File: src/design/apq_pkg.sv
// aging priority queue: shared types and codes
// used by the cell and the top level; no dependencies
`timescale 1ns / 1ps
`default_nettype none

package apq_pkg;

  typedef enum logic [1:0] {
    ST_OK      = 2'd0,
    ST_FULL    = 2'd1,
    ST_EMPTY   = 2'd2,
    ST_BADPRIO = 2'd3
  } apq_status_t;

  typedef enum logic {
    FUNC_INSERT   = 1'b0,
    FUNC_RETRIEVE = 1'b1
  } apq_func_t;

  // broadcast command to every cell of the chain
  typedef struct packed {
    logic ins;
    logic ret;
  } apq_cmd_t;

endpackage

`default_nettype wire

File: src/design/apq_if.sv
// aging priority queue: request and result channel interfaces
// valid/ready handshake; no package dependencies
`timescale 1ns / 1ps
`default_nettype none

interface apq_in_if #(
  parameter int ID_BITS   = 16,
  parameter int PRIO_BITS = 8
);
  logic                 valid;
  logic                 ready;
  logic                 func;
  logic [ID_BITS-1:0]   id;
  logic [PRIO_BITS-1:0] priority_req;

  modport source (output valid, func, id, priority_req, input ready);
  modport sink   (input valid, func, id, priority_req, output ready);
endinterface

interface apq_out_if #(
  parameter int ID_BITS = 16,
  parameter int CNT_W   = 5
);
  logic               valid;
  logic               ready;
  logic [ID_BITS-1:0] out_id;
  logic [1:0]         status;
  logic [CNT_W-1:0]   occupancy;

  modport source (output valid, out_id, status, occupancy, input ready);
  modport sink   (input valid, out_id, status, occupancy, output ready);
endinterface

`default_nettype wire

File: src/design/apq_cell.sv
// aging priority queue: one slot of the sorted chain
// uses apq_pkg::apq_cmd_t; talks only to its two neighbors
`timescale 1ns / 1ps
`default_nettype none

module apq_cell #(
  parameter int ID_BITS   = 16,
  parameter int PRIO_BITS = 8
) (
  input  wire logic                 clk,
  input  wire logic                 rst_n,
  input  wire apq_pkg::apq_cmd_t    cmd,
  input  wire logic [ID_BITS-1:0]   new_id,
  input  wire logic [PRIO_BITS-1:0] new_prio,
  input  wire logic                 prev_keep,
  input  wire logic                 prev_valid,
  input  wire logic [ID_BITS-1:0]   prev_id,
  input  wire logic [PRIO_BITS-1:0] prev_prio,
  input  wire logic                 next_valid,
  input  wire logic [ID_BITS-1:0]   next_id,
  input  wire logic [PRIO_BITS-1:0] next_prio,
  output logic                      keep,
  output logic                      valid,
  output logic [ID_BITS-1:0]        id,
  output logic [PRIO_BITS-1:0]      prio
);

  logic                 valid_r, valid_nxt;
  logic [ID_BITS-1:0]   id_r, id_nxt;
  logic [PRIO_BITS-1:0] prio_r, prio_nxt;

  // entry stays put on insert when its number is not greater
  assign keep = valid_r && !(prio_r > new_prio);

  always_comb begin
    valid_nxt = valid_r;
    id_nxt    = id_r;
    prio_nxt  = prio_r;
    if (cmd.ins) begin
      if (!keep) begin
        if (prev_keep) begin
          valid_nxt = 1'b1;
          id_nxt    = new_id;
          prio_nxt  = new_prio;
        end else begin
          valid_nxt = prev_valid;
          id_nxt    = prev_id;
          prio_nxt  = prev_prio;
        end
      end
    end else if (cmd.ret) begin
      // shift toward head and age
      valid_nxt = next_valid;
      id_nxt    = next_id;
      prio_nxt  = (next_prio > PRIO_BITS'(1)) ? next_prio - PRIO_BITS'(1) : next_prio;
    end
  end

  always_ff @(posedge clk) begin
    if (!rst_n) begin
      valid_r <= 1'b0;
    end else begin
      valid_r <= valid_nxt;
    end
  end

  always_ff @(posedge clk) begin
    id_r   <= id_nxt;
    prio_r <= prio_nxt;
  end

  assign valid = valid_r;
  assign id    = id_r;
  assign prio  = prio_r;

endmodule

`default_nettype wire

File: src/design/aging_priority_queue_top.sv
// aging priority queue: top level, chain of DEPTH cells plus result register
// uses apq_pkg, apq_in_if, apq_out_if and apq_cell
//
// channel    dir  transaction                         fields
// in_chan    in   one insert or retrieve request      func, id, priority_req
// out_chan   out  one result per request              out_id, status, occupancy
//
// every request is settled in the cycle it is accepted; all cells shift
// or age together, so a new request is taken in every cycle unless a stalled result holds the output register
// the result appears in the output register in the cycle after acceptance
// a stalled result blocks input only while the output register stays full
// synchronous active-low reset empties the chain; no clearing pass
`timescale 1ns / 1ps
`default_nettype none

module aging_priority_queue_top #(
  parameter int DEPTH     = 16,
  parameter int ID_BITS   = 16,
  parameter int PRIO_BITS = 8
) (
  input  wire logic  clk,
  input  wire logic  rst_n,
  apq_in_if.sink     in_chan,
  apq_out_if.source  out_chan
);

  localparam int CNT_W = $clog2(DEPTH + 1);

  logic                 cell_valid [DEPTH];
  logic [ID_BITS-1:0]   cell_id    [DEPTH];
  logic [PRIO_BITS-1:0] cell_prio  [DEPTH];
  logic                 cell_keep  [DEPTH];

  logic [CNT_W-1:0]     count_r, count_nxt;
  logic                 out_valid_r;
  logic [ID_BITS-1:0]   out_id_r, out_id_nxt;
  apq_pkg::apq_status_t status_r, status_nxt;
  logic [CNT_W-1:0]     occ_r;

  logic                 accept;
  apq_pkg::apq_cmd_t    cmd;

  assign in_chan.ready = !out_valid_r || out_chan.ready;
  assign accept        = in_chan.valid && in_chan.ready;

  always_comb begin
    cmd        = '0;
    count_nxt  = count_r;
    out_id_nxt = '0;
    status_nxt = apq_pkg::ST_OK;
    if (in_chan.func == apq_pkg::FUNC_INSERT) begin
      if (in_chan.priority_req == '0) begin
        status_nxt = apq_pkg::ST_BADPRIO;
      end else if (count_r == CNT_W'(DEPTH)) begin
        status_nxt = apq_pkg::ST_FULL;
      end else begin
        cmd.ins   = accept;
        count_nxt = count_r + CNT_W'(1);
      end
    end else begin
      if (count_r == '0) begin
        status_nxt = apq_pkg::ST_EMPTY;
      end else begin
        cmd.ret    = accept;
        count_nxt  = count_r - CNT_W'(1);
        out_id_nxt = cell_id[0];
      end
    end
  end

  for (genvar i = 0; i < DEPTH; i++) begin : g_cell
    logic                 p_keep, p_valid, n_valid;
    logic [ID_BITS-1:0]   p_id, n_id;
    logic [PRIO_BITS-1:0] p_prio, n_prio;

    if (i == 0) begin : g_first
      assign p_keep  = 1'b1;
      assign p_valid = 1'b0;
      assign p_id    = '0;
      assign p_prio  = '0;
    end else begin : g_mid
      assign p_keep  = cell_keep[i-1];
      assign p_valid = cell_valid[i-1];
      assign p_id    = cell_id[i-1];
      assign p_prio  = cell_prio[i-1];
    end

    if (i == DEPTH - 1) begin : g_last
      assign n_valid = 1'b0;
      assign n_id    = '0;
      assign n_prio  = '0;
    end else begin : g_inner
      assign n_valid = cell_valid[i+1];
      assign n_id    = cell_id[i+1];
      assign n_prio  = cell_prio[i+1];
    end

    apq_cell #(
      .ID_BITS   (ID_BITS),
      .PRIO_BITS (PRIO_BITS)
    ) u_cell (
      .clk        (clk),
      .rst_n      (rst_n),
      .cmd        (cmd),
      .new_id     (in_chan.id),
      .new_prio   (in_chan.priority_req),
      .prev_keep  (p_keep),
      .prev_valid (p_valid),
      .prev_id    (p_id),
      .prev_prio  (p_prio),
      .next_valid (n_valid),
      .next_id    (n_id),
      .next_prio  (n_prio),
      .keep       (cell_keep[i]),
      .valid      (cell_valid[i]),
      .id         (cell_id[i]),
      .prio       (cell_prio[i])
    );
  end

  always_ff @(posedge clk) begin
    if (!rst_n) begin
      count_r     <= '0;
      out_valid_r <= 1'b0;
    end else begin
      if (accept) begin
        count_r     <= count_nxt;
        out_valid_r <= 1'b1;
      end else if (out_chan.ready) begin
        out_valid_r <= 1'b0;
      end
    end
  end

  always_ff @(posedge clk) begin
    if (accept) begin
      out_id_r <= out_id_nxt;
      status_r <= status_nxt;
      occ_r    <= count_nxt;
    end
  end

  assign out_chan.valid     = out_valid_r;
  assign out_chan.out_id    = out_id_r;
  assign out_chan.status    = status_r;
  assign out_chan.occupancy = occ_r;

endmodule

`default_nettype wire
File: src/flat_wrapper.sv
// flat-port wrapper written by rule: the top's interface ports become plain ports
module aging_priority_queue_top_flat 
#(
  parameter int DEPTH     = 16,
  parameter int ID_BITS   = 16,
  parameter int PRIO_BITS = 8
)
  (clk, rst_n, in_chan_valid, in_chan_func, in_chan_id, in_chan_priority_req, in_chan_ready, out_chan_valid, out_chan_out_id, out_chan_status, out_chan_occupancy, out_chan_ready);
  apq_in_if #(.ID_BITS(ID_BITS), .PRIO_BITS(PRIO_BITS)) in_chan_i ();
  apq_out_if #(.ID_BITS(ID_BITS)) out_chan_i ();
  input  wire logic clk;
  input  wire logic rst_n;
  input wire logic [$bits(in_chan_i.valid)-1:0] in_chan_valid;
  input wire logic [$bits(in_chan_i.func)-1:0] in_chan_func;
  input wire logic [$bits(in_chan_i.id)-1:0] in_chan_id;
  input wire logic [$bits(in_chan_i.priority_req)-1:0] in_chan_priority_req;
  output wire logic [$bits(in_chan_i.ready)-1:0] in_chan_ready;
  output wire logic [$bits(out_chan_i.valid)-1:0] out_chan_valid;
  output wire logic [$bits(out_chan_i.out_id)-1:0] out_chan_out_id;
  output wire logic [$bits(out_chan_i.status)-1:0] out_chan_status;
  output wire logic [$bits(out_chan_i.occupancy)-1:0] out_chan_occupancy;
  input wire logic [$bits(out_chan_i.ready)-1:0] out_chan_ready;
  assign in_chan_i.valid = in_chan_valid;
  assign in_chan_i.func = in_chan_func;
  assign in_chan_i.id = in_chan_id;
  assign in_chan_i.priority_req = in_chan_priority_req;
  assign in_chan_ready = in_chan_i.ready;
  assign out_chan_valid = out_chan_i.valid;
  assign out_chan_out_id = out_chan_i.out_id;
  assign out_chan_status = out_chan_i.status;
  assign out_chan_occupancy = out_chan_i.occupancy;
  assign out_chan_i.ready = out_chan_ready;
  aging_priority_queue_top #(.DEPTH(DEPTH), .ID_BITS(ID_BITS), .PRIO_BITS(PRIO_BITS)) u_core (.clk(clk), .rst_n(rst_n), .in_chan(in_chan_i), .out_chan(out_chan_i));
endmodule
File: config.mk
export PLATFORM = sky130hd
export DESIGN_NAME = aging_priority_queue_top_flat
export DESIGN_NICKNAME = d
export VERILOG_FILES = /design/src/design/apq_pkg.sv /design/src/design/apq_if.sv /design/src/design/apq_cell.sv /design/src/design/aging_priority_queue_top.sv /design/src/flat_wrapper.sv
export SDC_FILE = /design/constraint.sdc
export NUM_CORES = 1
export LEC_CHECK = 0
export ABC_AREA = 0
export BUFFER_PORTS_ARGS = -buffer_cell sky130_fd_sc_hd__buf_2
export CORE_MARGIN = 2
export CORE_UTILIZATION = 65
export DETAILED_ROUTE_END_ITERATION = 16
export PLACE_DENSITY = 0.84
export SYNTH_ARGS = -nofsm -noshare
export SYNTH_HDL_FRONTEND = slang
export SYNTH_SLANG_ARGS = --single-unit
File: constraint.sdc
create_clock -name clk -period 10.36 [get_ports clk]
set_clock_uncertainty 0.1 [all_clocks]
set_input_delay 0.518 -clock clk [delete_from_list [all_inputs] [get_ports clk]]
set_output_delay 0.518 -clock clk [all_outputs]
set_load 0.01 [all_outputs]
# Yosys cells after proc, flatten, opt, wreduce, memory -nomap -nowiden
# Index checks and enable logic that the tools add are counted.
# Widths: inputs -> output; s select.
[op_classes]
n_addsub = 17
n_lt_le_gt_ge = 31
n_eq_ne = 17
muxes = 219
bitwise = 1
reduce_logical = 56
[ops]
columns = ["cell", "count"]
rows = [
  ["$mux 16", 63],
  ["$mux 8", 78],
  ["$gt 8x8->1", 16],
  ["$gt 8x1->1 const B", 15],
  ["$sub 8x1->8 const B", 15],
  ["$mux 1", 71],
  ["$ne 2x2->1 const B", 16],
  ["$reduce_and 2->1", 16],
  ["$mux 5", 4],
  ["$logic_and 1x1->1", 17],
  ["$logic_not 1->1", 17],
  ["$logic_not 8->1", 1],
  ["$mux 2", 3],
  ["$add 5x1->5 const B", 1],
  ["$eq 5x5->1 const B", 1],
  ["$logic_not 5->1", 1],
  ["$sub 5x1->5 const B", 1],
  ["$reduce_bool 2->1", 2],
  ["$reduce_or 2->1", 1],
  ["$logic_or 1x1->1", 1],
  ["$not 1->1", 1],
]
[word_totals]
regBits = 429
in_bits = 29
output_inout_bits = 25
elab_cells = 394

# Depth between registers and ports, before layout
[depth]
ltp_word = 8
ltp_mapped = 10
ltp_nobuf = 7

# Hierarchy
# A second synthesis with hierarchy kept.
[unflattened]
cells_unflattened = 2769
hier_area_um2 = 28431.0
[modules_own_cells]
columns = ["mod", "n_inst", "cells_each", "area_per_inst_um2", "seq_area_each_um2"]
rows = [
  ["apq_cell at u_core.g_cell[0].u_cell ...", 10, 165, 1685.4, 740.7],
  ["apq_cell at u_core.g_cell[4].u_cell ...", 6, 166, 1700.4, 740.7],
  ["aging_priority_queue_top", 1, 123, 1375.1, 810.8],
]

# Least setup slack after synthesis
# No wires, ideal clock.
[synth_path]
path_kind = "input port to flip-flop"
startpoint = "in in_chan_priority_req[1]"
endpoint = "reg u_core.g_cell[0].u_cell.id_r[0], enable pin"
setup_time_ps = 438
arrival_time_ps = 3911
path_slack_ps = 5911
stages = 10
cell_sequence = "inv_1 ha_1 nor2b_1 o211ai_1 nor4bb_1 clkbuf_1 or2_2 clkbuf_1 buf_2 o21ai_0"
[synth_via]
elab_chain_cells = 5
[synth_lines]
columns = ["element", "line_no", "rtl"]
rows = [
  ["start: declaration", "flat_wrapper.sv:16", "input wire logic [$bits(in_chan_i.priority_req)-1:0] in_chan_priority_req;"],
  ["$gt 8x8->1 / $logic_not 8->1 (equally long branches)", "apq_cell.sv:33, aging_priority_queue_top.sv:52", ""],
  ["$logic_not 1->1 / $mux 1 (equally long branches)", "apq_cell.sv:33, aging_priority_queue_top.sv:52", ""],
  ["$logic_and 1x1->1 / $mux 1 (equally long branches)", "apq_cell.sv:33, aging_priority_queue_top.sv:51", ""],
  ["$ne 2x2->1 (no source line) / $reduce_bool 2->1 (equally long branches)", "--", ""],
  ["$reduce_and 2->1 (no source line) (*)", "--", ""],
  ["end signal: assignment", "apq_cell.sv:68", "id_r <= id_nxt;"],
  ["end: declaration", "apq_cell.sv:29", "logic [ID_BITS-1:0] id_r, id_nxt;"],
]
# Every way passes the cells marked *; elsewhere a longest branch is shown, timed or not.
# A chain may end at the register's enable or synchronous reset.

# Worst setup path after layout
[layout_path]
startpoint = "reg u_core.count_r[0]"
endpoint = "reg u_core.g_cell[13].u_cell.id_r[9], data pin"
[layout_via]
elab_chain_cells = 5
[layout_lines]
columns = ["element", "line_no", "rtl"]
rows = [
  ["start: declaration", "aging_priority_queue_top.sv:34", "logic [CNT_W-1:0] count_r, count_nxt;"],
  ["start signal: assignment", "aging_priority_queue_top.sv:127", "count_r <= count_nxt;"],
  ["$eq 5x5->1", "aging_priority_queue_top.sv:54", "end else if (count_r == CNT_W'(DEPTH)) begin"],
  ["$mux 1", "aging_priority_queue_top.sv:54", ""],
  ["$mux 1", "aging_priority_queue_top.sv:52", "if (in_chan.priority_req == '0) begin"],
  ["$mux 1", "aging_priority_queue_top.sv:51", "if (in_chan.func == apq_pkg::FUNC_INSERT) begin"],
  ["$mux 16", "apq_cell.sv:39", "if (cmd.ins) begin"],
  ["via u_core.g_cell[13].u_cell.id_nxt[9]", "apq_cell.sv:29", ""],
  ["end signal: assignment", "apq_cell.sv:68", ""],
  ["end: declaration", "apq_cell.sv:29", ""],
]
# The timed path passes the listed nets, and every way through them passes these cells.

==> impl_metrics.yaml <==
floorplan:
  initial_core_util_pct: 65.5
  core.rowCount: 75
  core_area_um2: 41800
  die_h_um: 209
  die-area_um2: 43800
  io_pins: 54
  die_x_um: 209
placed_design:
  gp_congestion: 0.952
  place_area_um2: 28100
  place_ws_ns: 6.09
  place_hpwl_mm: 55.9
  dp.cells: 3221
  port_buffers: 53
cells_and_area:
  drive_gt1_share_pct: 9.43
  nets: 2921
  area_growth_pct: 8.06
  n_fill_cell: 3012
  final_cells: 3308
  fin_area_um2: 29600
power:
  p_sw_mw: 2.08
  total_leakage_power_nw: 11.0
  powerDensity_nw_per_um2: 202
  power_mw: 5.98
  ir_drop_uv: 169
  internal-power_mw: 3.90
  swShare_pct: 34.8
  seqPwrFrac_pct: 44.7
  p_clk_share_pct: 28.1
  power_frac_comb_pct: 27.1
clock_tree:
  cts_sinks: 429
  post-cts-setup-buffers: 0
  cts_buffers: 47
  clock_path_buffers: 3
  clkLatencyLatePin_ns: 0.60
  htree_levels: 2
  clockRootBuffer: "clkbuf_16"
  cts_resized: 0
  holdBufCountCts: 0
  cts_tree: "built"
  clkTransAtPathRegs_ns: 0.06
sta:
  setup_viol: 0
  setup_tns_ns: 0
  drv_slew: 0
  period_needed_ns: 4.33
  max_slew_margin_pct: 22.0
  finalHoldViolCount: 0
  fin_crit_sh_pct: 41.8
  max_freq_mhz: 231
  worst-slew-pin-transition_ns: 1.17
  layout_setup_ws_ns: 6.03
  rsz0062_at_grt: "false"
grt:
  grt_max_degree: 212
  grt_pass1_wl_mm: 133
  overflow: 0
  grt_use_total_pct: 38.7
  antenna_found_initial: 0
  grt_pass1_vias: 23900
logic_synthesis:
  synth_edf_count: 407
  synthCells: 2775
  syn_area_um2: 27400
  yosysSeqAreaShare_pct: 46.3
  ys_top_cells_by_area: "edfxtp_1 (45%), ha_1 (7.4%), o211ai_1 (7.0%), nand4_1 (6.1%), nand2_1 (5.8%)"
  synth_top_area_cell: "edfxtp_1"
  synth-main-ff-cell: "edfxtp_1"
  syn-num-nets: 2965
  postSynthAreaPerCell_um2: 9.86
  yosysUniqueCellTypes: 73
  synthArstFlopShare_pct: 0
  ys_ff_latch: 429
  yosysWarnings: 0
  yosys.area.top_type_share_pct: 44.6
worst_setup_path:
  worstPathCellList: "inv_1 > ha_1 > nand4bb_1 > o2111a_4 > buf_4 > buf_4 > nand4_1 > o211ai_1"
  cp-end-kind: "flop"
  crit_path_frequent_cell: "buf_4"
  critPathArrivalTime_ns: 4.64
  cp_top_family: "buffers and inverters"
  worst_path_largest_cell_delay_ns: 0.98
  reg2reg_depth: 8
  criticalPathCategory: "reg -> reg"
  crit_buf_inv: 3
  startpoint_type: "flop"
  path_depth: 8
  critPathMaxFanout: 108
  worstPathRequired_ns: 10.67
  cpMaxStageDelayCell: "buf_4"
drt:
  drc_errors: 0
  drt_pre_antenna_iters: 6
  ant_nets: 0
  vias: 25000
  wirelength_mm: 85.7
  via_per_inst: 7.55
  drt_iter0_markers: 3460
  wl_per_cell_um: 25.9
outcome:
  outcome: "completed"
worst_hold_path:
  hp-class: "in -> reg"
  hold_depth: 3
job:
  maxCapViolations: 0
[cell families (layout without fill, tap and decap cells)]
| kind of cell | after synthesis | count (layout) | share of synthesized area (%) |
|---|---|---|---|
| compound gates | 692 | 692 | 18.2 |
| mux | 33 | 33 | 1.21 |
| xor+xnor | 72 | 72 | 2.30 |
| fa+ha+maj | 161 | 161 | 7.36 |
| simple gates | 1102 | 1102 | 20.2 |
| flops | 429 | 429 | 46.3 |
| buf+inv | 286 | 279 | 4.44 |
| other cells | 0 | 1 | 0 |
[flip-flops by register name, indices dropped and copies added (netlist names)]
name	flops
u_core.out_chan.out_id	16
u_core.g_cell.u_cell.valid	16
u_core.out_chan.occupancy	5
u_core.out_chan.status	2
u_core.g_cell.u_cell.prio	128
u_core.g_cell.u_cell.id	256
u_core.out_chan.valid	1
u_core.count_r	5
[metal layers]
layer | global-route usage [%] | part of all wire [%] | up-vias
met5 | 0 | 0 | -
met3 | 7.02 | 12 | 294
li1 | - | - | 10800
met1 | 54.1 | 38 | 12000
met2 | 58.1 | 45 | 1938
met4 | 19.7 | 4.9 | 0
[worst register-to-register path: cells and delay by family (launching register included)]
family / cells / cell delay, ns
and+or+nand+nor: 2 / 0.65
buffers and inverters: 3 / 1.76
DFF: 1 / 0.45
AOI/OAI and AO/OA: 2 / 0.91
adders and majority gates: 1 / 0.27
[per-stage QoR]
step / hold slack [ns] / util [%]
3_3_place_gp: 0.392 / 67.3
6_report: 0.0987 / 70.8
3_5_place_dp: 0.396 / 67.3
5_1_grt: 0.103 / 70.8
2_1_floorplan: 0.367 / -
4_1_cts: 0.0813 / 70.8
[power by group through the flow]
| stage | Sequential, mW | Combinational (mW) | Clock [mW] |
|---|---|---|---|
| 2_1_floorplan | 2.58 | 1.12 | 0 |
| 3_3_place_gp | 2.68 | 1.48 | 0 |
| 3_5_place_dp | 2.68 | 1.56 | 0 |
| 4_1_cts | 2.65 | 1.58 | 1.68 |
| 5_1_grt | 2.70 | 1.76 | 1.74 |
| 6_report | 2.67 | 1.62 | 1.68 |
[area by class of cell]
type	instances	area, um^2	area share (%)
multi-input cells	2060	13700	46.2
clock buffers	60	1220	4.14
flip-flops and latches	429	12700	42.8
clock inverters	26	268	0.905
repair buffers	123	816	2.76
inverters	70	263	0.888
diodes	1	2.50	0.00846
well taps	539	674	2.28
[path summary, 6_finish.rpt]
| kind | start | to | slack (ns) |
|---|---|---|---|
| max | u_core.count_r[0] | u_core.g_cell[13].u_cell.id[9] | 6.03 |
| min | in_chan_valid | u_core.out_chan.valid | 0.1 |
| max reg2reg | u_core.count_r[0] | u_core.g_cell[13].u_cell.id[9] | 6.03 |
| min reg2reg | u_core.g_cell[0].u_cell.valid | u_core.g_cell[0].u_cell.valid | 0.40 |
[cell usage in the layout (no fill, tap or decap), types with 26 or more instances in the layout]
cell,count
nand2_1,425
edfxtp_1,407
nand4_1,267
o211ai_1,256
ha_1,161
nor2_1,107
a21oi_1,106
o21ai_0,71
inv_1,69
buf_4,68
nand3_1,56
buf_2,53
clkbuf_16,47
and3_1,45
xnor2_1,45
nor4_1,34
o221ai_1,33
nor3_1,32
mux2i_1,32
a21o_1,27
xor2_1,27
or3_1,27
a211oi_1,26
[synth_stat cells (25+ instances only)]
| master | instances |
|---|---|
| ha_1 | 161 |
| nand2_1 | 425 |
| edfxtp_1 | 407 |
| buf_2 | 102 |
| nor4_1 | 34 |
| o21ai_0 | 94 |
| and3_1 | 45 |
| xor2_1 | 27 |
| clkbuf_1 | 109 |
| o211ai_1 | 256 |
| inv_1 | 69 |
| a21oi_1 | 106 |
| a31oi_1 | 25 |
| or3_1 | 27 |
| nor3_1 | 32 |
| nand4_1 | 267 |
| o221ai_1 | 33 |
| a211oi_1 | 26 |
| nand3_1 | 56 |
| xnor2_1 | 45 |
| a21o_1 | 27 |
| nor2_1 | 107 |
| mux2i_1 | 32 |
Note: power is estimated with default switching activity, not from simulation.
